$ cat src/hw/rtl/pid_wall_follow_steering_assert.svh
// Assertion macros shared by the steering controller RTL.
`ifndef PID_WALL_FOLLOW_STEERING_ASSERT_SVH
`define PID_WALL_FOLLOW_STEERING_ASSERT_SVH

`ifndef SYNTHESIS
`define PWF_ASSERT_IMP(name, clk, rst_n, pre, post) \
    name: assert property (@(posedge clk) disable iff (!rst_n) (pre) |-> (post)) \
        else $error("pwf: assertion failed");
`define PWF_ASSERT_NXT(name, clk, rst_n, pre, post) \
    name: assert property (@(posedge clk) disable iff (!rst_n) (pre) |=> (post)) \
        else $error("pwf: assertion failed");
`else
`define PWF_ASSERT_IMP(name, clk, rst_n, pre, post)
`define PWF_ASSERT_NXT(name, clk, rst_n, pre, post)
`endif

`endif

$ cat src/hw/rtl/pwf_pkg.sv
`default_nettype none

package pwf_pkg;

    localparam int SENSOR_BITS   = 12;
    localparam int SUM_BITS      = 32;
    localparam int GAIN_BITS     = 24;
    localparam int FRAC_BITS     = 24;
    localparam int SPEED_BITS    = 7;
    localparam int OUT_BITS      = 8;
    localparam int CFG_IDX_BITS  = 3;
    localparam int CFG_DATA_BITS = 24;

    localparam int ERR_BITS  = SENSOR_BITS + 1;
    localparam int DIFF_BITS = ERR_BITS + 1;
    localparam int PP_BITS   = GAIN_BITS + 1 + ERR_BITS;
    localparam int PD_BITS   = GAIN_BITS + 1 + DIFF_BITS;
    localparam int PI_BITS   = GAIN_BITS + 1 + SUM_BITS;
    localparam int ACC_BITS  = PI_BITS + 2;
    localparam int CTRL_BITS = ACC_BITS - FRAC_BITS;

    localparam logic [SENSOR_BITS-1:0] RST_SETPOINT  = SENSOR_BITS'(500);
    localparam logic [SENSOR_BITS-1:0] RST_FRONT_THR = SENSOR_BITS'(1000);
    localparam logic [SPEED_BITS-1:0]  RST_BASE      = SPEED_BITS'(5);
    localparam logic [SPEED_BITS-1:0]  RST_LIMIT     = SPEED_BITS'(10);
    localparam logic [GAIN_BITS-1:0]   RST_GAIN_P    = GAIN_BITS'(251658);
    localparam logic [GAIN_BITS-1:0]   RST_GAIN_I    = GAIN_BITS'(1678);
    localparam logic [GAIN_BITS-1:0]   RST_GAIN_D    = GAIN_BITS'(3355443);

    typedef enum logic [CFG_IDX_BITS-1:0] {
        CFG_SETPOINT  = 3'd0,
        CFG_FRONT_THR = 3'd1,
        CFG_BASE      = 3'd2,
        CFG_LIMIT     = 3'd3,
        CFG_GAIN_P    = 3'd4,
        CFG_GAIN_I    = 3'd5,
        CFG_GAIN_D    = 3'd6
    } t_cfg_idx;

    typedef struct packed {
        logic [SENSOR_BITS-1:0] setpoint;
        logic [SENSOR_BITS-1:0] front_thr;
        logic [SPEED_BITS-1:0]  base;
        logic [SPEED_BITS-1:0]  limit;
        logic [GAIN_BITS-1:0]   gain_p;
        logic [GAIN_BITS-1:0]   gain_i;
        logic [GAIN_BITS-1:0]   gain_d;
    } t_cfg;

    typedef struct packed {
        logic                        avoid;
        logic signed [ERR_BITS-1:0]  err;
        logic signed [DIFF_BITS-1:0] diff;
        logic signed [SUM_BITS-1:0]  sum;
    } t_err;

endpackage

`default_nettype wire

$ cat src/hw/rtl/pwf_err.sv
`default_nettype none
`include "pid_wall_follow_steering_assert.svh"

module pwf_err (
    input  wire                              i_clk,
    input  wire                              i_rst_n,
    input  wire                              i_en,
    input  wire                              i_valid,
    input  wire  [pwf_pkg::SENSOR_BITS-1:0]  i_front,
    input  wire  [pwf_pkg::SENSOR_BITS-1:0]  i_wall,
    input  pwf_pkg::t_cfg                    i_cfg,
    output logic                             o_valid,
    output pwf_pkg::t_err                    o_err
);
    import pwf_pkg::*;

    localparam int SW_BITS = SUM_BITS + 1;
    localparam logic signed [SUM_BITS-1:0] SUM_MAX = {1'b0, {(SUM_BITS-1){1'b1}}};
    localparam logic signed [SUM_BITS-1:0] SUM_MIN = {1'b1, {(SUM_BITS-1){1'b0}}};

    logic signed [ERR_BITS-1:0] r_last;
    logic signed [SUM_BITS-1:0] r_sum;
    logic                       r_valid;
    t_err                       r_err;

    logic signed [ERR_BITS-1:0]  n_err;
    logic signed [DIFF_BITS-1:0] n_diff;
    logic signed [SW_BITS-1:0]   n_sum_w;
    logic signed [SUM_BITS-1:0]  n_sum;

    always_comb begin
        n_err   = $signed({1'b0, i_cfg.setpoint}) - $signed({1'b0, i_wall});
        n_diff  = DIFF_BITS'(n_err) - DIFF_BITS'(r_last);
        n_sum_w = SW_BITS'(r_sum) + SW_BITS'(n_err);
        if (n_sum_w[SW_BITS-1] != n_sum_w[SW_BITS-2]) begin
            n_sum = n_sum_w[SW_BITS-1] ? SUM_MIN : SUM_MAX;
        end else begin
            n_sum = n_sum_w[SUM_BITS-1:0];
        end
    end

    always_ff @(posedge i_clk) begin
        if (!i_rst_n) begin
            r_last  <= '0;
            r_sum   <= '0;
            r_valid <= 1'b0;
        end else if (i_en) begin
            r_valid <= i_valid;
            if (i_valid) begin
                r_last <= n_err;
                r_sum  <= n_sum;
            end
        end
    end

    always_ff @(posedge i_clk) begin
        if (i_en) begin
            r_err.avoid <= i_front < i_cfg.front_thr;
            r_err.err   <= n_err;
            r_err.diff  <= n_diff;
            r_err.sum   <= n_sum;
        end
    end

    assign o_valid = r_valid;
    assign o_err   = r_err;

    `PWF_ASSERT_NXT(a_state_holds, i_clk, i_rst_n, !(i_en && i_valid), $stable(r_sum) && $stable(r_last))

endmodule

`default_nettype wire

$ cat config.mk
export PLATFORM = sky130hd
export DESIGN_NAME = pwf_err
export DESIGN_NICKNAME = d
export VERILOG_FILES = /design/src/hw/rtl/pwf_pkg.sv /design/src/hw/rtl/pwf_err.sv
export VERILOG_INCLUDE_DIRS = /design/src /design/src/hw/rtl
export SDC_FILE = /design/constraint.sdc
export NUM_CORES = 1
export LEC_CHECK = 0
export BUFFER_PORTS_ARGS = -buffer_cell sky130_fd_sc_hd__buf_4
export CORE_AREA = 8 8 118 120
export CTS_CLUSTER_DIAMETER = 50
export DETAILED_ROUTE_END_ITERATION = 8
export DIE_AREA = 0 0 126 128
export PLACE_DENSITY = 0.86
export SLEW_MARGIN = 20
export SYNTH_ARGS = -nofsm -noshare
export SYNTH_HDL_FRONTEND = slang
export SYNTH_SLANG_ARGS = --single-unit
$ cat constraint.sdc
create_clock -name i_clk -period 9 [get_ports i_clk]
set_input_delay 0.45 -clock i_clk [delete_from_list [all_inputs] [get_ports i_clk]]
set_output_delay 0.45 -clock i_clk [all_outputs]
set_load 0.005 [all_outputs]
==> reports/qor.csv <==
stage,metric,value,unit
detailed_routing,first drt pass iteration count,5,
detailed_routing,drt wl/cell,16.3,um
floorplanning,Die Height,128,um
setup_path,worst path required time,9180,ps
min_path,worst hold path endpoint,r_last[4],
logic_synthesis,Area contributors post-synth,"edfxtp_1, dfxtp_1, ha_1, nand2_1, o21ai_0",
power,Pwr Density,272,nW/um^2
logic_synthesis,"Cell Area, Synth",6770,um^2
placement,PortBufs,112,
clock_tree,CTS Buf Count,9,
timing,setup TNS,0,ps
detailed_routing,Avg Vias per Cell,5.84,
logic_synthesis,"top cells by count, synth","nand2_1, ha_1, o21ai_0, edfxtp_1, inv_1",
clock_tree,Resize count post-CTS,0,
placement,GPL Wtd Cong,0.925,
logic_synthesis,top_reg_cell synth,edfxtp_1,
setup_path,CP max stage cell,or2_1,
setup_path,crit path buf inv count,4,
logic_synthesis,Syn Inst Count,722,
floorplanning,die area,16100,um^2
min_path,hold_sp,r_last[4],
logic_synthesis,"FF+latch count, synth",106,
logic_synthesis,synthesis warning total,0,
floorplanning,# IOs,199,
clock_tree,clock transition at the registers of the reported paths,70,ps
logic_synthesis,Unique masters post-synth,61,
logic_synthesis,"EDFF count, synth",60,
clock_tree,CTS tree,done,
logic_synthesis,Synth async-reset ratio,0,
setup_path,Worst R2R Start,r_sum[0],
logic_synthesis,sequential area share after synthesis,0.402,
min_path,Hold Path Depth,2,
setup_path,reg-to-reg endpoint,r_sum[11],
status,status,finished clean,
clock_tree,deepest clock path buffer count,2,
clock_tree,CTS HTree Levels,3,
timing,slew margin rel.,0.278,
clock_tree,clk root buf,clkbuf_16,
clock_tree,# clock sinks,106,
finish,nets,1034,
setup_path,Crit Path Class,in -> reg,
detailed_routing,WL final,16000,um
timing,Slew @ Worst Pin,1080,ps
setup_path,Worst path max stage delay,670,ps
logic_synthesis,Synthesized Nets,931,
job,max-cap violations,0,
clock_tree,"Clk Latency, worst-skew pair",350,ps
global_routing,vias in the first global route,5518,
finish,ant diodes,0,
logic_synthesis,Synth top area share,0.266,
setup_path,worst r2r path cells,12,
detailed_routing,Vias,5728,
clock_tree,Post-CTS Setup Inserts,0,
timing,Fin Hold WS,466,ps
global_routing,total track usage,0.199,
timing,Final Hold Viols,0,
setup_path,CP endpoint kind,flop,
detailed_routing,wire length on met3,853,um
placement,Detailed Place HPWL,11800,um
detailed_routing,met1 WL,6970,um
setup_path,Worst Path Arrival,6070,ps
detailed_routing,Iteration-0 DRC Markers,455,
detailed_routing,drt drc,0,
floorplanning,die width,126,um
setup_path,crit path launch type,input pin,
detailed_routing,Final ANT Viol Nets,0,
detailed_routing,routed wl met2,7890,um
timing,max-slew violations,0,
global_routing,largest net degree at the start of global routing,64,
power,P_leak,3.44,nW
min_path,hold crit path type,reg -> reg,
logic_synthesis,synthesized area per cell,9.37,um^2
setup_path,most frequent cell on the critical path,buf_4,
global_routing,grt ovf,0,
global_routing,initial antenna violation count,0,
finish,Layout area overhead,18.5,%
floorplanning,Rows,41,
logic_synthesis,leading area contributor after synthesis,edfxtp_1,
timing,Final Setup Violations,0,
timing,Max Fclk,0.170,GHz
floorplanning,core area,12200,um^2
setup_path,CP Max Fanout,27,
logic_synthesis,most common cell in the netlist,nand2_1,
timing,Tcrit/Tclk final,0.654,
clock_tree,cts hold-fix bufs,0,
setup_path,Crit path max-delay family,compound AO/OA/AOI/OAI gates,
floorplanning,effective utilization at floorplan,0.554,
finish,fraction of layout cells with a size suffix above 1,0.172,
timing,Final min period,5890,ps
setup_path,FF-to-FF setup slack,4960,ps
power,peak supply drop,0.172,mV
timing,RSZ-0062 raised after global routing,no,
global_routing,first-pass GRT wire length,26400,um
detailed_routing,top sig layer,met4,
timing,Clock Skew,10.9,ps
-- kinds of logic (layout without fill, tap and decap cells) --
group	count (synthesis)	after routing	share of synthesized area
AO/OA/AOI/OAI	220	220	0.216
AND/OR/NAND/NOR	196	196	0.134
flip-flops	106	106	0.402
buffers and inverters	76	184	0.0440
adder cells (fa/ha/maj)	71	71	0.135
XOR/XNOR	51	51	0.0660
multiplexers	2	2	0.00296
-- through the flow --
| step | util | std cells | total power [mW] | cell area (um^2) | worst slack [ps] |
|---|---|---|---|---|---|
| 4_1_cts | 0.657 | 980 | 2.19 | 8020 | 3190 |
| 3_3_place_gp | 0.633 | 964 | 1.76 | 7720 | 2960 |
| 2_1_floorplan | - | 722 | 1.44 | 6770 | 3460 |
| 5_1_grt | 0.657 | 980 | 2.34 | 8020 | 2640 |
| 6_report | 0.657 | 980 | 2.18 | 8020 | 3110 |
| 3_5_place_dp | 0.633 | 964 | 1.79 | 7720 | 2880 |
-- worst reg2reg max path, cell delays in order, from the launching register on --
cell,delay (ps)
dfxtp_1,310
ha_1,230
fa_1,460
a211oi_2,250
o2111ai_1,230
a211oi_2,330
a211oi_1,150
o31a_1,380
a211o_1,260
a21oi_2,130
buf_4,300
or2_1,670
o211ai_1,180
-- per-layer routing --
layer,up-vias,track usage
li1,2837,-
met1,2699,0.243
met2,168,0.347
met3,24,0.0362
met4,0,0.0672
met5,-,0
-- power by group --
group	switching [mW]	internal (mW)	total, mW
logic	0.582	0.457	1.04
clock network	0.172	0.211	0.384
registers	0.0534	0.708	0.762
-- layout make-up --
type,instances,area (um^2)
Clock inverter,3,22.5
Tap cell,150,188
Inverter,52,195
Timing Repair Buffer,116,871
Clock buffer,13,270
Multi-Input combinational cell,540,3750
Fill cell,984,4190
Sequential cell,106,2720
-- worst max path at each step --
stage | slack (ps) | endpoint | depth (start not counted) | startpoint
after detailed placement | 2880 | r_sum[21] | 25 | i_cfg[98]
after global placement | 2960 | r_sum[21] | 25 | i_cfg[98]
after global routing | 2640 | r_sum[19] | 25 | i_cfg[98]
after floorplan | 3460 | o_err[10] | 22 | i_wall[2]
final | 3110 | r_sum[11] | 25 | i_cfg[98]
after CTS | 3190 | r_sum[11] | 25 | i_cfg[98]
-- cells in the final DEF, fill, tap and decap left out, drive strengths merged, types with 3 or more instances in the layout --
cell	Yosys	final
buf	5	116
nand2	87	87
ha	68	68
o21ai	66	66
edfxtp	60	60
inv	52	53
dfxtp	46	46
a21oi	46	46
nor2	34	34
xnor2	28	28
o211ai	25	25
xor2	23	23
nand2b	14	14
clkbuf	19	13
nor2b	11	11
nand3	11	11
nor3	11	11
a21o	11	11
a21boi	10	10
o21a	10	10
a211oi	10	10
a221o	8	8
a31oi	6	6
and2	5	5
or2	5	5
o211a	4	4
nand4	4	4
a221oi	4	4
a211o	3	3
nor3b	3	3
o31ai	3	3
and3	3	3
o2111ai	3	3
fa	3	3
-- flip-flops by register name (all words and copies together), names as in the netlist --
register / count
r_sum: 32
r_last: 13
o_err: 60
o_valid: 1
Power figures use the tool's default switching activity.
