### config.mk
export PLATFORM = sky130hd
export DESIGN_NAME = pwf_out
export DESIGN_NICKNAME = d
export VERILOG_FILES = /design/src/hw/rtl/pwf_pkg.sv /design/src/hw/rtl/pwf_out.sv
export VERILOG_INCLUDE_DIRS = /design/src /design/src/hw/rtl
export SDC_FILE = /design/constraint.sdc
export NUM_CORES = 1
export LEC_CHECK = 0
export BUFFER_PORTS_ARGS = -buffer_cell sky130_fd_sc_hd__buf_4
export CORE_ASPECT_RATIO = 0.5
export CORE_MARGIN = 1
export CORE_UTILIZATION = 28
export DETAILED_ROUTE_END_ITERATION = 12
export RECOVER_POWER = 25
export SYNTH_ARGS = -nofsm -noshare
export SYNTH_HDL_FRONTEND = slang
export SYNTH_SLANG_ARGS = --single-unit
export TNS_END_PERCENT = 5
### constraint.sdc
create_clock -name i_clk -period 12.1 [get_ports i_clk]
set_input_delay 0 -clock i_clk [delete_from_list [all_inputs] [get_ports i_clk]]
set_output_delay 0 -clock i_clk [all_outputs]
set_load 0.05 [all_outputs]
### src/hw/rtl/pid_wall_follow_steering_assert.svh
// Assertion macros shared by the steering controller RTL.
`ifndef PID_WALL_FOLLOW_STEERING_ASSERT_SVH
`define PID_WALL_FOLLOW_STEERING_ASSERT_SVH

`ifndef SYNTHESIS
`define PWF_ASSERT_IMP(name, clk, rst_n, pre, post) \
    name: assert property (@(posedge clk) disable iff (!rst_n) (pre) |-> (post)) \
        else $error("pwf: assertion failed");
`define PWF_ASSERT_NXT(name, clk, rst_n, pre, post) \
    name: assert property (@(posedge clk) disable iff (!rst_n) (pre) |=> (post)) \
        else $error("pwf: assertion failed");
`else
`define PWF_ASSERT_IMP(name, clk, rst_n, pre, post)
`define PWF_ASSERT_NXT(name, clk, rst_n, pre, post)
`endif

`endif

### src/hw/rtl/pwf_pkg.sv
`default_nettype none

package pwf_pkg;

    localparam int SENSOR_BITS   = 12;
    localparam int SUM_BITS      = 32;
    localparam int GAIN_BITS     = 24;
    localparam int FRAC_BITS     = 24;
    localparam int SPEED_BITS    = 7;
    localparam int OUT_BITS      = 8;
    localparam int CFG_IDX_BITS  = 3;
    localparam int CFG_DATA_BITS = 24;

    localparam int ERR_BITS  = SENSOR_BITS + 1;
    localparam int DIFF_BITS = ERR_BITS + 1;
    localparam int PP_BITS   = GAIN_BITS + 1 + ERR_BITS;
    localparam int PD_BITS   = GAIN_BITS + 1 + DIFF_BITS;
    localparam int PI_BITS   = GAIN_BITS + 1 + SUM_BITS;
    localparam int ACC_BITS  = PI_BITS + 2;
    localparam int CTRL_BITS = ACC_BITS - FRAC_BITS;

    localparam logic [SENSOR_BITS-1:0] RST_SETPOINT  = SENSOR_BITS'(500);
    localparam logic [SENSOR_BITS-1:0] RST_FRONT_THR = SENSOR_BITS'(1000);
    localparam logic [SPEED_BITS-1:0]  RST_BASE      = SPEED_BITS'(5);
    localparam logic [SPEED_BITS-1:0]  RST_LIMIT     = SPEED_BITS'(10);
    localparam logic [GAIN_BITS-1:0]   RST_GAIN_P    = GAIN_BITS'(251658);
    localparam logic [GAIN_BITS-1:0]   RST_GAIN_I    = GAIN_BITS'(1678);
    localparam logic [GAIN_BITS-1:0]   RST_GAIN_D    = GAIN_BITS'(3355443);

    typedef enum logic [CFG_IDX_BITS-1:0] {
        CFG_SETPOINT  = 3'd0,
        CFG_FRONT_THR = 3'd1,
        CFG_BASE      = 3'd2,
        CFG_LIMIT     = 3'd3,
        CFG_GAIN_P    = 3'd4,
        CFG_GAIN_I    = 3'd5,
        CFG_GAIN_D    = 3'd6
    } t_cfg_idx;

    typedef struct packed {
        logic [SENSOR_BITS-1:0] setpoint;
        logic [SENSOR_BITS-1:0] front_thr;
        logic [SPEED_BITS-1:0]  base;
        logic [SPEED_BITS-1:0]  limit;
        logic [GAIN_BITS-1:0]   gain_p;
        logic [GAIN_BITS-1:0]   gain_i;
        logic [GAIN_BITS-1:0]   gain_d;
    } t_cfg;

    typedef struct packed {
        logic                        avoid;
        logic signed [ERR_BITS-1:0]  err;
        logic signed [DIFF_BITS-1:0] diff;
        logic signed [SUM_BITS-1:0]  sum;
    } t_err;

endpackage

`default_nettype wire

### src/hw/rtl/pwf_out.sv
`default_nettype none
`include "pid_wall_follow_steering_assert.svh"

module pwf_out (
    input  wire                                     i_clk,
    input  wire                                     i_rst_n,
    input  wire                                     i_en,
    input  wire                                     i_valid,
    input  wire                                     i_avoid,
    input  wire  signed [pwf_pkg::CTRL_BITS-1:0]    i_ctrl,
    input  pwf_pkg::t_cfg                           i_cfg,
    output logic                                    o_valid,
    output logic signed [pwf_pkg::OUT_BITS-1:0]     o_left,
    output logic signed [pwf_pkg::OUT_BITS-1:0]     o_right,
    output logic                                    o_avoid
);
    import pwf_pkg::*;

    localparam int V_BITS = CTRL_BITS + 1;

    logic                       r_valid;
    logic signed [OUT_BITS-1:0] r_left;
    logic signed [OUT_BITS-1:0] r_right;
    logic                       r_avoid;

    logic signed [V_BITS-1:0]   n_base;
    logic signed [V_BITS-1:0]   n_lim;
    logic signed [V_BITS-1:0]   n_vl;
    logic signed [V_BITS-1:0]   n_vr;
    logic signed [OUT_BITS-1:0] n_left;
    logic signed [OUT_BITS-1:0] n_right;

    function automatic logic signed [OUT_BITS-1:0] clamp_speed(
        input logic signed [V_BITS-1:0] v,
        input logic signed [V_BITS-1:0] lim
    );
        logic signed [V_BITS-1:0] r;
        begin
            if (v > lim) begin
                r = lim;
            end else if (v < -lim) begin
                r = -lim;
            end else begin
                r = v;
            end
            return r[OUT_BITS-1:0];
        end
    endfunction

    always_comb begin
        n_base = V_BITS'($signed({1'b0, i_cfg.base}));
        n_lim  = V_BITS'($signed({1'b0, i_cfg.limit}));
        if (i_avoid) begin
            n_vl = n_base;
            n_vr = -n_base;
        end else begin
            n_vl = n_base + V_BITS'(i_ctrl);
            n_vr = n_base - V_BITS'(i_ctrl);
        end
        n_left  = clamp_speed(n_vl, n_lim);
        n_right = clamp_speed(n_vr, n_lim);
    end

    always_ff @(posedge i_clk) begin
        if (!i_rst_n) begin
            r_valid <= 1'b0;
        end else if (i_en) begin
            r_valid <= i_valid;
        end
    end

    always_ff @(posedge i_clk) begin
        if (i_en) begin
            r_left  <= n_left;
            r_right <= n_right;
            r_avoid <= i_avoid;
        end
    end

    assign o_valid = r_valid;
    assign o_left  = r_left;
    assign o_right = r_right;
    assign o_avoid = r_avoid;

    `PWF_ASSERT_IMP(a_avoid_mirror, i_clk, i_rst_n, r_valid && r_avoid, r_left == -r_right)
    `PWF_ASSERT_IMP(a_left_in_limit, i_clk, i_rst_n, r_valid, (r_left <= $signed({1'b0, i_cfg.limit})) && (r_left >= -$signed({1'b0, i_cfg.limit})))
    `PWF_ASSERT_IMP(a_right_in_limit, i_clk, i_rst_n, r_valid, (r_right <= $signed({1'b0, i_cfg.limit})) && (r_right >= -$signed({1'b0, i_cfg.limit})))

endmodule

`default_nettype wire

==> metrics list <==
* Total count of hold-check failures in the final report: 0
- Overall power of the completed layout: 0.386 mW
- A synthesized cell averages around 7.5 um2.
* Total standard cell area after synthesis: 6180 um2
- Sum of overflow across all layers after global routing: 0
* Seq cells post-synth: 18
- Final clock period utilization by the worst path: 44.2%
- Power per cell area: around 56 nW/um2
* Static leakage: just under 3 nW
- TritonRoute pass-1 iters: 5
- sky130_fd_sc_hd__ha_1 takes more of the synthesized area than any other cell.
- Source of the worst register-to-register timing path: o_valid
- Ratio of cells with drive above 1 in the final layout: 14.8%
* Setup crit end kind: flop
* Measured slew at the worst slew-check pin: 1.19 ns
* Number of antenna violations at the first check in global routing: 0
- Htree depth: 1
- The worst hold path terminates at o_valid.
* Placeable core region: 21100 um2
* Worst Min Path Start: i_valid
- Sequential elements use under 10% of the synthesized area.
- Entering global routing, the biggest net connects 86 pins.
- Counting flops with a built-in enable in the synthesized netlist gives 17.
- Number of buffer cells added on primary ports: ~70
- The tightest min-delay check is of the input port to flop type.
* Synthesized instance count: around 820
* Global-route wire length before repair: around 31000 um
- The congestion estimate from routability-driven global placement came to roughly 0.92.
- The routed design has roughly 20000 um of wire.
- In the final routed layout, each cell accounts on average for 17.4 um.
- YS warnings: 0
- Number of library cell types mapped by synthesis: 86
* Number of resized instances in the post-cts repair step: 0
- Highest ir drop seen on vdd: 38.8 uV
- Setup violations remaining at the end of the flow were counted as 0.
* Starting density of the core: 29.3%
- Along the worst hold path, the cell count comes to 3.
- Worst-path clk slew: about 0.05 ns
- Overall Global Routing Usage: 17.3%
* Fin Setup TNS: 0 ns
* Status: finished, final reports clean
* Core Rows: 37
- Buffers inserted during clock tree synthesis total 3.
- Commonest register cell after synthesis: sky130_fd_sc_hd__edfxtp_1
* Clock tree sinks: 18
* DRT iter0 DRCs: about 570
- Critical Setup Path Class: input port to flop
- Headroom to the max-slew limit came out at 20.0%.
* RSZ-0062 raised after global routing: false
- Data on the critical path is required at its endpoint by about 12 ns.
* Length in cells of the worst reg-to-reg path: 2
- Clock network latency to the later pin of the worst-skew pair: between 0.2 and 0.25 ns
- The root buffer cell chosen for the clock tree is sky130_fd_sc_hd__clkbuf_16.
- Of all nets on the critical path, the largest fanout is 12.
- Sorting the synthesized cells by area gives the leading types as sky130_fd_sc_hd__ha_1 (20%), sky130_fd_sc_hd__edfxtp_1 (8.3%), sky130_fd_sc_hd__nor2_1 (6.5%).
- For flop-to-flop paths, the worst setup slack is between 10 and 15 ns.
* Vias in the first global route: 5800
* Worst endpoint data arrival time: around 5.3 ns
- After detailed routing, the number of remaining DRC violations is 0.
- The slowest stage of the critical path belongs to the cell sky130_fd_sc_hd__nor3_1.
- Maximum capacitance violations: 0
* Antenna violation net count after detailed routing: 0
- During I/O placement, the number of pins put on the boundary was about 170.
- Post-CTS timing repair inserted 0 buffers for setup.
- The wire-length estimate of the detail-placed layout is 16100 um.
- Vias per std cell: between 5 and 6
- Derived from the worst setup path, the maximum achievable clock frequency is between 0.15 and 0.2 GHz.
- From synthesis to final layout, the design area changed by 11.6%.
- The largest single stage delay on the critical path is between 0.9 and 1 ns.
- Maximum clock skew at final layout: 0 ns
- Cell-by-cell trace of the critical path: buf_4 -> ha_1 -> or3_1 -> nor3_1 -> nor4_1 -> or2_2 -> ha_1 -> nand4_1 -> nor4_1 -> o21ai_0 -> o211ai_1 -> a221oi_1 -> nor2b_1 -> a21oi_1 -> buf_4 -> mux2_2 -> a22o_1
- Horizontal extent of the die: ~210 um
- The clock passes through at most 2 buffers.
* Final Max Slew Viols: 0
- After filler insertion, the fill cell instance count of the layout stands at about 2200.
- Total number of nets in the final design: around 1100
* Final critical path time including I/O delays and setup: about 5.3 ns
- The worst register-to-register path ends at o_valid.
- Asr flop ratio synth: 0%
- Worst hold margin: about 0.032 ns
- Worst setup SP type: input port
- The routed layout has roughly 6300 vias.
- Die Y: between 100 and 150 um
- The die covers between 20000 and 25000 um2.
- When the netlist entered floorplanning its net count stood at 1076.
- TritonCTS clock tree: built
- The repair_antennas step left the layout with diodes totalling 0.
- Area fraction of the dominant cell type after synthesis: between 20 and 25%
* Final design utilization: about 33%
==> area by class of cell <==
cell class,count,area (um2),area share (%)
tap,292,365,5.30
sequential,18,531,7.69
inverter,36,135,1.96
multi-input combinational,712,5160,74.9
timing repair buffer,83,624,9.05
clock buffer,4,78.8,1.14
==> cell families (layout without fill, tap and decap cells) <==
| logic type | count (synthesis) | in the layout | synth area share, % |
|---|---|---|---|
| AO/OA/AOI/OAI | 204 | 204 | 23.2 |
| XOR/XNOR | 60 | 60 | 8.51 |
| adder cells (fa/ha/maj) | 103 | 103 | 21.1 |
| buffers and inverters | 93 | 123 | 8.08 |
| flip-flops | 18 | 18 | 8.59 |
| multiplexers | 24 | 24 | 4.05 |
| AND/OR/NAND/NOR | 321 | 321 | 26.4 |
==> synth_stat cells (8+ instances only) <==
cell	instances
sky130_fd_sc_hd__xor2_1	25
sky130_fd_sc_hd__nand4_1	16
sky130_fd_sc_hd__nor2b_1	15
sky130_fd_sc_hd__mux2_2	8
sky130_fd_sc_hd__a21oi_1	42
sky130_fd_sc_hd__nor3_1	31
sky130_fd_sc_hd__nand2_1	40
sky130_fd_sc_hd__a211oi_1	12
sky130_fd_sc_hd__o21a_1	14
sky130_fd_sc_hd__nand3_1	23
sky130_fd_sc_hd__clkbuf_8	8
sky130_fd_sc_hd__o21ai_0	36
sky130_fd_sc_hd__mux2i_1	16
sky130_fd_sc_hd__clkbuf_1	32
sky130_fd_sc_hd__nor2_1	107
sky130_fd_sc_hd__edfxtp_1	17
sky130_fd_sc_hd__and3_1	9
sky130_fd_sc_hd__xnor2_1	35
sky130_fd_sc_hd__o31ai_1	11
sky130_fd_sc_hd__o211ai_1	9
sky130_fd_sc_hd__ha_1	101
sky130_fd_sc_hd__inv_1	36
sky130_fd_sc_hd__nor4_1	23
sky130_fd_sc_hd__a21o_1	13
==> per-layer routing <==
layer | GRT usage [%] | share of wire [%] | vias up
li1 | - | - | 3108
met1 | 26.9 | 50 | 2955
met2 | 26.0 | 41 | 264
met3 | 1.41 | 8.8 | 15
met4 | 1.55 | 0.64 | 0
met5 | 0 | 0 | -
==> where the power goes <==
| group | switching [mW] | total (mW) | internal (mW) |
|---|---|---|---|
| logic | 0.152 | 0.243 | 0.0909 |
| clock network | 0.0209 | 0.0655 | 0.0447 |
| registers | 0.00173 | 0.0777 | 0.0760 |
==> how the worst max path moves through the flow <==
stage | end | depth (start not counted) | from | slack [ns]
3_5_place_dp | o_left[2] | 21 | i_cfg[79] | 6.64
4_1_cts | o_left[2] | 21 | i_cfg[79] | 6.83
3_3_place_gp | o_left[2] | 21 | i_cfg[79] | 6.62
6_report | o_left[2] | 17 | i_cfg[85] | 6.76
5_1_grt | o_left[2] | 19 | i_cfg[82] | 6.43
2_1_floorplan | o_left[5] | 16 | i_cfg[74] | 7.13
==> flip-flops by register name, indices dropped and copies added, names as in the netlist <==
register and cells:
o_valid 1, o_left 8, o_right 8, o_avoid 1
==> per-stage QoR <==
stage	worst slack (ns)	instance area [um2]	instances
4_1_cts	6.83	6900	1145
5_1_grt	6.43	6900	1145
6_report	6.76	6900	1145
3_3_place_gp	6.62	6800	1139
3_5_place_dp	6.64	6800	1139
2_1_floorplan	7.13	6180	823
==> cells in the final DEF, fill, tap and decap left out, types with 5 or more instances in the layout <==
cell type                  instances
sky130_fd_sc_hd__a211oi_1         12
sky130_fd_sc_hd__a21o_1           13
sky130_fd_sc_hd__a21oi_1          42
sky130_fd_sc_hd__a31oi_1           6
sky130_fd_sc_hd__and2_1            7
sky130_fd_sc_hd__and3_1            9
sky130_fd_sc_hd__and4_1            5
sky130_fd_sc_hd__buf_4            80
sky130_fd_sc_hd__edfxtp_1         17
sky130_fd_sc_hd__ha_1            101
sky130_fd_sc_hd__inv_1            36
sky130_fd_sc_hd__mux2_2            8
sky130_fd_sc_hd__mux2i_1          16
sky130_fd_sc_hd__nand2_1          40
sky130_fd_sc_hd__nand2b_1          7
sky130_fd_sc_hd__nand3_1          23
sky130_fd_sc_hd__nand4_1          16
sky130_fd_sc_hd__nor2_1          107
sky130_fd_sc_hd__nor2b_1          15
sky130_fd_sc_hd__nor3_1           31
sky130_fd_sc_hd__nor4_1           21
sky130_fd_sc_hd__o211ai_1          9
sky130_fd_sc_hd__o21a_1           14
sky130_fd_sc_hd__o21ai_0          36
sky130_fd_sc_hd__o31ai_1          11
sky130_fd_sc_hd__or2_2             7
sky130_fd_sc_hd__or3_1             6
sky130_fd_sc_hd__xnor2_1          35
sky130_fd_sc_hd__xor2_1           25
==> repair_timing <==
action,in CTS,in global routing
hold buffers,2,0
endpoints found under the hold margin,2,0
setup endpoints to repair,0,0
==> critical path, delay by kind of cell <==
| family | cells | cell delay [ns] |
|---|---|---|
| AND/OR/NAND/NOR | 7 | 3.05 |
| adder cells (fa/ha/maj) | 2 | 0.53 |
| buffers and inverters | 2 | 0.36 |
| AO/OA/AOI/OAI | 5 | 1.04 |
| multiplexers | 1 | 0.35 |
Power figures use the tool's default switching activity.
