### src/hw/rtl/pid_wall_follow_steering_assert.svh
// Assertion macros shared by the steering controller RTL.
`ifndef PID_WALL_FOLLOW_STEERING_ASSERT_SVH
`define PID_WALL_FOLLOW_STEERING_ASSERT_SVH

`ifndef SYNTHESIS
`define PWF_ASSERT_IMP(name, clk, rst_n, pre, post) \
    name: assert property (@(posedge clk) disable iff (!rst_n) (pre) |-> (post)) \
        else $error("pwf: assertion failed");
`define PWF_ASSERT_NXT(name, clk, rst_n, pre, post) \
    name: assert property (@(posedge clk) disable iff (!rst_n) (pre) |=> (post)) \
        else $error("pwf: assertion failed");
`else
`define PWF_ASSERT_IMP(name, clk, rst_n, pre, post)
`define PWF_ASSERT_NXT(name, clk, rst_n, pre, post)
`endif

`endif

### src/hw/rtl/pwf_pkg.sv
`default_nettype none

package pwf_pkg;

    localparam int SENSOR_BITS   = 12;
    localparam int SUM_BITS      = 32;
    localparam int GAIN_BITS     = 24;
    localparam int FRAC_BITS     = 24;
    localparam int SPEED_BITS    = 7;
    localparam int OUT_BITS      = 8;
    localparam int CFG_IDX_BITS  = 3;
    localparam int CFG_DATA_BITS = 24;

    localparam int ERR_BITS  = SENSOR_BITS + 1;
    localparam int DIFF_BITS = ERR_BITS + 1;
    localparam int PP_BITS   = GAIN_BITS + 1 + ERR_BITS;
    localparam int PD_BITS   = GAIN_BITS + 1 + DIFF_BITS;
    localparam int PI_BITS   = GAIN_BITS + 1 + SUM_BITS;
    localparam int ACC_BITS  = PI_BITS + 2;
    localparam int CTRL_BITS = ACC_BITS - FRAC_BITS;

    localparam logic [SENSOR_BITS-1:0] RST_SETPOINT  = SENSOR_BITS'(500);
    localparam logic [SENSOR_BITS-1:0] RST_FRONT_THR = SENSOR_BITS'(1000);
    localparam logic [SPEED_BITS-1:0]  RST_BASE      = SPEED_BITS'(5);
    localparam logic [SPEED_BITS-1:0]  RST_LIMIT     = SPEED_BITS'(10);
    localparam logic [GAIN_BITS-1:0]   RST_GAIN_P    = GAIN_BITS'(251658);
    localparam logic [GAIN_BITS-1:0]   RST_GAIN_I    = GAIN_BITS'(1678);
    localparam logic [GAIN_BITS-1:0]   RST_GAIN_D    = GAIN_BITS'(3355443);

    typedef enum logic [CFG_IDX_BITS-1:0] {
        CFG_SETPOINT  = 3'd0,
        CFG_FRONT_THR = 3'd1,
        CFG_BASE      = 3'd2,
        CFG_LIMIT     = 3'd3,
        CFG_GAIN_P    = 3'd4,
        CFG_GAIN_I    = 3'd5,
        CFG_GAIN_D    = 3'd6
    } t_cfg_idx;

    typedef struct packed {
        logic [SENSOR_BITS-1:0] setpoint;
        logic [SENSOR_BITS-1:0] front_thr;
        logic [SPEED_BITS-1:0]  base;
        logic [SPEED_BITS-1:0]  limit;
        logic [GAIN_BITS-1:0]   gain_p;
        logic [GAIN_BITS-1:0]   gain_i;
        logic [GAIN_BITS-1:0]   gain_d;
    } t_cfg;

    typedef struct packed {
        logic                        avoid;
        logic signed [ERR_BITS-1:0]  err;
        logic signed [DIFF_BITS-1:0] diff;
        logic signed [SUM_BITS-1:0]  sum;
    } t_err;

endpackage

`default_nettype wire

### src/hw/rtl/pwf_cfg.sv
`default_nettype none

module pwf_cfg (
    input  wire                                i_clk,
    input  wire                                i_rst_n,
    input  wire                                i_cfg_we,
    input  wire  [pwf_pkg::CFG_IDX_BITS-1:0]   i_cfg_idx,
    input  wire  [pwf_pkg::CFG_DATA_BITS-1:0]  i_cfg_data,
    output pwf_pkg::t_cfg                      o_cfg
);
    import pwf_pkg::*;

    t_cfg r_cfg;

    always_ff @(posedge i_clk) begin
        if (!i_rst_n) begin
            r_cfg.setpoint  <= RST_SETPOINT;
            r_cfg.front_thr <= RST_FRONT_THR;
            r_cfg.base      <= RST_BASE;
            r_cfg.limit     <= RST_LIMIT;
            r_cfg.gain_p    <= RST_GAIN_P;
            r_cfg.gain_i    <= RST_GAIN_I;
            r_cfg.gain_d    <= RST_GAIN_D;
        end else if (i_cfg_we) begin
            case (t_cfg_idx'(i_cfg_idx))
                CFG_SETPOINT:  r_cfg.setpoint  <= i_cfg_data[SENSOR_BITS-1:0];
                CFG_FRONT_THR: r_cfg.front_thr <= i_cfg_data[SENSOR_BITS-1:0];
                CFG_BASE:      r_cfg.base      <= i_cfg_data[SPEED_BITS-1:0];
                CFG_LIMIT:     r_cfg.limit     <= i_cfg_data[SPEED_BITS-1:0];
                CFG_GAIN_P:    r_cfg.gain_p    <= i_cfg_data[GAIN_BITS-1:0];
                CFG_GAIN_I:    r_cfg.gain_i    <= i_cfg_data[GAIN_BITS-1:0];
                CFG_GAIN_D:    r_cfg.gain_d    <= i_cfg_data[GAIN_BITS-1:0];
                default: ;
            endcase
        end
    end

    assign o_cfg = r_cfg;

endmodule

`default_nettype wire

### config.mk
export PLATFORM = sky130hd
export DESIGN_NAME = pwf_cfg
export DESIGN_NICKNAME = d
export VERILOG_FILES = /design/src/hw/rtl/pid_wall_follow_steering_assert.svh /design/src/hw/rtl/pwf_pkg.sv /design/src/hw/rtl/pwf_cfg.sv
export SDC_FILE = /design/constraint.sdc
export NUM_CORES = 1
export LEC_CHECK = 0
export ABC_AREA = 1
export BUFFER_PORTS_ARGS = -buffer_cell sky130_fd_sc_hd__buf_2
export CAP_MARGIN = 15
export CELL_PAD_IN_SITES_DETAIL_PLACEMENT = 2
export CELL_PAD_IN_SITES_GLOBAL_PLACEMENT = 2
export CORE_MARGIN = 4
export CORE_UTILIZATION = 24
export DETAILED_ROUTE_END_ITERATION = 6
export HOLD_SLACK_MARGIN = 0.06
export PLACE_DENSITY = 0.85
export SYNTH_ARGS = -nofsm -noshare
export SYNTH_HDL_FRONTEND = slang
export SYNTH_SLANG_ARGS = --single-unit
### constraint.sdc
create_clock -name i_clk -period 0.8 [get_ports i_clk]
set_input_delay 0.04 -clock i_clk [delete_from_list [all_inputs] [get_ports i_clk]]
set_output_delay 0.04 -clock i_clk [all_outputs]
set_load 0.05 [all_outputs]
==> flow_metrics.py, run 1 <==
metrics = {
    "global_route": {
        "grt_usage_pct": 20.6,
        "overflow": 0,
        "grt_pass1_vias": 5386,
        "grt_pass1_wl_microns": 31600,
        "grt_max_degree": 48,
        "antenna_found_initial": 0,
    },
    "yosys": {
        "async_reset_ff_share_pct": 0,
        "synth.yosys.seq_area_share_pct": 51.5,
        "yosysTopAreaCell": "dfxtp_1",
        "synth.top_cell.area_share_pct": 51.5,
        "yosys-top-cells-area": "dfxtp_1, nand2_1, nand3_1",
        "synth_edf_count": 0,
        "avgSynthCellArea_sq_um": 7.21,
        "synth_common_cells": "nand2_1, nor2_1, dfxtp_1, nand3_1, inv_1",
        "ys.flop_type": "dfxtp_1",
        "syn_nets": 623,
        "ys_types": 15,
        "synth-seq-cells": 110,
        "syn_area_sq_mm": 0.00428,
        "yosysMostFrequentCell": "nand2_1",
        "synthCells": 593,
        "ys.warnings.count": 0,
    },
    "power_and_ir_drop": {
        "internal_power_w": 0.00961,
        "switchingPower_w": 0.00404,
        "leakagePower_nw": 3.52,
        "finalPower_w": 0.0137,
        "pwr-share-comb_pct": 19.9,
        "swShare_pct": 29.6,
        "peakVddDrop_mv": 1.06,
        "pwr-share-clk_pct": 37.0,
        "seqPwrFrac_pct": 43.1,
        "power_density_mw_per_mm2": 1780,
    },
    "floorplanning": {
        "fp.dieW_microns": 141,
        "dieArea_sq_mm": 0.0200,
        "start_util_pct": 24.6,
        "core_sq_mm": 0.0174,
        "num_rows": 48,
        "ios": 140,
        "die_h_microns": 141,
    },
    "drt": {
        "postRouteAntennaNets": 0,
        "post-route-drc-count": 0,
        "wl_microns": 20900,
        "drtPass1Iterations": 5,
        "vias": 4792,
        "first_iter_violations": 207,
        "wl_per_cell_microns": 20.4,
        "avgViaCountPerCell": 4.67,
    },
    "timing": {
        "worst_pin_slew_ns": 0.366,
        "holdWs_ns": 0.0620,
        "grt_setup_unrepaired": "true",
        "skew_ns": 0,
        "drv_slew": 0,
        "period_share_pct": 117,
        "period_minus_slack_ns": 0.932,
        "relSlewSlack_pct": 75.5,
        "final_hold_viol_count": 0,
        "fin_ws_ns": -0.132,
        "max_freq_mhz": 1070,
        "final.setup.tns_ns": -11.41,
        "finalSetupViolations": 111,
    },
    "placement": {
        "dpl.hpwl_microns": 13000,
        "port_buffers": 139,
        "place_congestion": 0.784,
    },
    "critical_path": {
        "r2r-end": "o_cfg[53]",
        "path_max_fanout": 2,
        "arrival_ns": 0.89,
        "crit_family": "flip-flops",
        "worstSetupEndpointType": "output pin",
        "startpoint_type": "flip-flop",
        "r2r-start": "o_cfg[53]",
        "path_buf_inv": 1,
        "cp.required_ns": 0.76,
        "slowest_delay_ns": 0.37,
        "path_class": "flip-flop to output pin",
        "path_cells": "buf_8",
        "ff2ff_path_depth": 4,
        "reg2reg_setup_slack_ns": -0.01,
        "cp_slowest_cell": "dfxtp_2",
    },
    "cells_and_area": {
        "fin_util_pct": 44.2,
        "layout-drive-gt1-share_pct": 45.3,
        "fin_nets": 828,
        "fill_cells": 1859,
        "n_antenna_cell": 0,
        "largest_reg_flops": 110,
        "syn_to_final_growth_pct": 79.3,
    },
    "worst_hold_path": {
        "min_to": "o_cfg[89]",
        "whs_path_depth": 4,
        "hp-start": "i_cfg_data[3]",
        "hp-class": "input port to flip-flop",
    },
    "status": {
        "status": "finished, violations left",
        "violations": "negative setup slack",
    },
    "cts": {
        "clkSinkCount": 110,
        "cts-root-buf": "clkbuf_16",
        "clkSlewWorstSetupHoldPaths_ns": 0.08,
        "h-tree-depth": 3,
        "clk_latency_ns": 0.36,
        "tritoncts": "built",
        "clock_path_buffers": 2,
        "cts_buffers": 9,
    },
    "run": {
        "cap_violations": 0,
    },
}
worst max path at each step:
stage / end / slack (ns) / from / cells after the start
2_1_floorplan: o_cfg[83] / 0.05 / i_cfg_we / 6
3_5_place_dp: o_cfg[98] / -0.50 / i_cfg_idx[2] / 6
3_3_place_gp: o_cfg[98] / -0.42 / i_cfg_idx[2] / 6
4_1_cts: o_cfg[49] / -0.14 / o_cfg[49] / 1
5_1_grt: o_cfg[109] / -0.15 / o_cfg[109] / 1
6_report: o_cfg[109] / -0.13 / o_cfg[109] / 1
what timing repair did:
action,in CTS,in global routing
buffers inserted,9,11
hold buffers,23,2
setup endpoints to repair,122,156
cloned,0,2
endpoints found under the hold margin,56,3
resized for setup,323,47
pin swaps,0,7
layout by cell type (no fill, tap or decap), drive strengths merged:
cell type,Yosys,final
buf,27,203
dfxtp,110,110
clkbuf,6,12
inv,30,31
dlygate4sd3,0,22
bufinv,0,2
nand2,167,167
nand3,110,110
clkinv,0,2
nor2,143,143
through the flow:
step                setup slack (ns)  instances  area, sq um
global placement              -0.419        969         5710
CTS                           -0.137       1016         7400
finish                        -0.132       1027         7670
detailed placement            -0.497        969         5710
floorplan                     0.0469        593         4410
global route                  -0.152       1027         7670
worst reg2reg max path, stage by stage, from the launching register on:
cell     delay [ns]
dfxtp_2        0.34
buf_6          0.11
buf_6          0.10
nor2_2         0.10
nor2_1         0.06
cell type report:
cell class / instances / area, sq um / area share [%]
clock buffers: 10 / 239 / 3.12
clock inverters: 5 / 82.6 / 1.08
inverters: 30 / 113 / 1.47
multi-input cells: 420 / 1840 / 24.0
flip-flops and latches: 110 / 2370 / 30.9
well taps: 225 / 282 / 3.67
repair buffers: 227 / 2750 / 35.8
cell families after synthesis:
family | Yosys count | synth area share (%)
DFF | 110 | 51.5
and+or+nand+nor | 420 | 41.5
buffers and inverters | 63 | 7.02
power by group through the flow:
stage	Combinational [W]	Sequential [W]	Clock, W
4_1_cts	0.00258	0.00589	0.00511
3_3_place_gp	0.00205	0.00594	0
2_1_floorplan	0.000642	0.00660	0
3_5_place_dp	0.00210	0.00595	0
5_1_grt	0.00289	0.00591	0.00542
6_report	0.00271	0.00589	0.00505
layer usage:
layer,share of wire (%),wire [microns],up-vias,global-route usage (%)
met5,0,0,-,0
met1,41,8570,2363,24.5
met3,3.6,757,34,3.13
li1,-,-,2263,-
met4,3.1,659,0,8.23
met2,52,11000,132,36.9
Power figures use the tool's default switching activity.
==> run 2, diff against run 1 <==
Settings changed: ABC_AREA 1 to 0, CORE_UTILIZATION 24 to 27.
==> run 2 against run 1 <==
The flow still finishes with violations (negative setup slack). First-iteration DRC count fell by 26%. Sequential power is 3% lower. Sequential cell count is the same. Largest cell class unchanged.
==> flow_metrics.py, run 2 <==
metrics = {
    "status": {
        "status": "finished, violations left",
        "violations": "negative setup slack",
    },
    "floorplanning": {
        "start_util_pct": 27.4,
        "fp.dieW_microns": 135,
        "num_rows": 46,
        "dieArea_sq_mm": 0.0182,
        "core_sq_mm": 0.0158,
        "die_h_microns": 135,
        "ios": 140,
    },
    "critical_path": {
        "r2r-end": "o_cfg[23]",
        "slowest_delay_ns": 0.38,
        "path_max_fanout": 2,
        "r2r-start": "o_cfg[23]",
        "path_class": "flip-flop to output pin",
        "startpoint_type": "flip-flop",
        "ff2ff_path_depth": 4,
        "reg2reg_setup_slack_ns": -0.03,
        "path_buf_inv": 1,
        "worstSetupEndpointType": "output pin",
        "cp.required_ns": 0.76,
        "arrival_ns": 0.88,
        "crit_family": "flip-flops",
        "cp_slowest_cell": "dfxtp_2",
        "path_cells": "buf_8",
    },
    "placement": {
        "place_area_sq_mm": 0.00558,
        "dp_cells": 776,
        "place_congestion": 0.782,
        "dpl.hpwl_microns": 11100,
        "port_buffers": 139,
        "place_ws_ns": -0.360,
    },
    "timing": {
        "max_freq_mhz": 1080,
        "skew_ns": 0,
        "relSlewSlack_pct": 77.5,
        "finalSetupViolations": 125,
        "grt_setup_unrepaired": "true",
        "period_share_pct": 115,
        "final_hold_viol_count": 0,
        "worst_pin_slew_ns": 0.337,
        "fin_ws_ns": -0.123,
        "drv_slew": 0,
        "period_minus_slack_ns": 0.923,
    },
    "drt": {
        "vias": 3926,
        "avgViaCountPerCell": 4.54,
        "wl_microns": 19400,
        "wl_per_cell_microns": 22.4,
        "postRouteAntennaNets": 0,
        "post-route-drc-count": 0,
        "first_iter_violations": 154,
        "drtPass1Iterations": 4,
    },
    "cts": {
        "tritoncts": "built",
        "clkSlewWorstSetupHoldPaths_ns": 0.08,
        "clock_path_buffers": 2,
        "clkSinkCount": 110,
        "h-tree-depth": 3,
        "cts_buffers": 9,
        "cts-root-buf": "clkbuf_16",
        "clk_latency_ns": 0.35,
    },
    "power_and_ir_drop": {
        "swShare_pct": 26.6,
        "seqPwrFrac_pct": 44.9,
        "leakagePower_nw": 3.60,
        "pwr-share-comb_pct": 15.5,
        "power_density_mw_per_mm2": 1590,
        "pwr-share-clk_pct": 39.6,
        "internal_power_w": 0.00933,
        "switchingPower_w": 0.00338,
        "peakVddDrop_mv": 1.04,
    },
    "global_route": {
        "grt.busiest_layer": "met2",
        "grt_pass1_vias": 4555,
        "grt_pass1_wl_microns": 27800,
        "grt_usage_pct": 20.2,
        "overflow": 0,
        "grt_max_degree": 54,
        "met3_usage_pct": 3.24,
        "antenna_found_initial": 0,
        "use_met1_pct": 21.4,
        "met2_usage_pct": 40.4,
    },
    "yosys": {
        "avgSynthCellArea_sq_um": 10.3,
        "synthCells": 420,
        "yosys-top-cells-area": "dfxtp_1, mux2i_1, nor2b_1",
        "yosysTopAreaCell": "dfxtp_1",
        "synth-seq-cells": 110,
        "ys.flop_type": "dfxtp_1",
        "syn_nets": 450,
        "synth.yosys.seq_area_share_pct": 50.7,
        "ys_types": 15,
        "syn_area_sq_mm": 0.00434,
        "ys.warnings.count": 0,
        "async_reset_ff_share_pct": 0,
        "synth.top_cell.area_share_pct": 50.7,
        "synth_edf_count": 0,
        "synth_common_cells": "dfxtp_1, mux2i_1, nand2_1, nor2b_1, clkbuf_1",
    },
    "cells_and_area": {
        "fill_cells": 1534,
        "fin_nets": 673,
        "final_cells": 864,
        "layout_commonest_cell": "buf_8",
        "layout_common_cells": "buf_8, mux2i_1, dfxtp_2",
        "layout-drive-gt1-share_pct": 60.3,
        "largest_reg_flops": 110,
        "final_cell_area_sq_mm": 0.00801,
        "n_antenna_cell": 0,
        "syn_to_final_growth_pct": 84.5,
        "fin_util_pct": 50.6,
    },
    "worst_hold_path": {
        "whs_path_depth": 3,
        "hp-class": "input port to flip-flop",
        "min_to": "o_cfg[73]",
        "hp-start": "i_cfg_data[1]",
    },
    "run": {
        "cap_violations": 0,
    },
}
-- run 2: cell types whose count changed in the layout (fill, tap and decap cells not counted), moves of 22 or more --
cell / delta
nor2_1: -127
nand3_1: -110
mux2i_1: +101
nand2_1: -80
nor2b_1: +50
inv_1: -22
-- run 2: timing repair --
item | in CTS | in global routing
buffers inserted | 31 | 21
endpoints found under the hold margin | 69 | 2
pin swaps | 0 | 3
cloned | 0 | 4
hold buffers | 22 | 1
endpoints found under the setup margin | 110 | 163
resized for setup | 404 | 87
-- run 2: area by class of cell --
class | count | area [sq um] | area share, %
Clock buffer | 11 | 243 | 3.03
Clock inverter | 5 | 82.6 | 1.03
Multi-Input combinational cell | 274 | 2110 | 26.4
Sequential cell | 110 | 2380 | 29.7
Tap cell | 216 | 270 | 3.37
Timing Repair Buffer | 248 | 2930 | 36.5
-- run 2: worst max path at each step --
stage / from / end / slack [ns] / cells after the start
finish: o_cfg[43] / o_cfg[43] / -0.12 / 1
global route: o_cfg[15] / o_cfg[15] / -0.14 / 1
CTS: o_cfg[103] / o_cfg[103] / -0.12 / 1
detailed placement: i_cfg_idx[1] / o_cfg[98] / -0.36 / 3
global placement: i_cfg_idx[1] / o_cfg[109] / -0.31 / 3
floorplan: i_cfg_idx[1] / o_cfg[106] / -0.37 / 5
-- run 2: worst min-delay path, delay by kind of cell --
kind	cells	cell delay, ns
buffers and inverters	1	0.13
multiplexers	1	0.11
AND/OR/NAND/NOR	1	0.06
-- run 2: power groups by stage --
stage                     Combinational [W]  Clock [W]  Sequential (W)
after CTS                           0.00179    0.00507         0.00574
after global routing                0.00206    0.00536         0.00572
after detailed placement            0.00142          0         0.00580
after floorplan                    0.000504          0         0.00621
after global placement              0.00137          0         0.00579
final                               0.00197    0.00503         0.00571
-- run 2: metal layers --
| metal | routed length (microns) | part of all wire, % |
|---|---|---|
| met5 | 0 | 0 |
| met4 | 569 | 2.9 |
| met3 | 575 | 3.0 |
| met2 | 11100 | 57 |
| met1 | 7160 | 37 |
-- run 2: kinds of logic (layout without fill, tap and decap cells) --
family / count (synthesis) / in the layout / synth area share (%)
buffers and inverters: 36 / 264 / 4.32
flip-flops: 110 / 110 / 50.7
AND/OR/NAND/NOR: 164 / 164 / 19.6
multiplexers: 110 / 110 / 25.4
-- run 2: metrics by stage --
stage	total power [W]	hold WS, ns	TNS [ns]
floorplan	0.00672	0.179	-12.73
global placement	0.00716	0.300	-24.21
detailed placement	0.00722	0.315	-27.83
CTS	0.0126	0.0309	-11.45
global route	0.0131	0.0671	-14.26
finish	0.0127	0.0336	-10.58
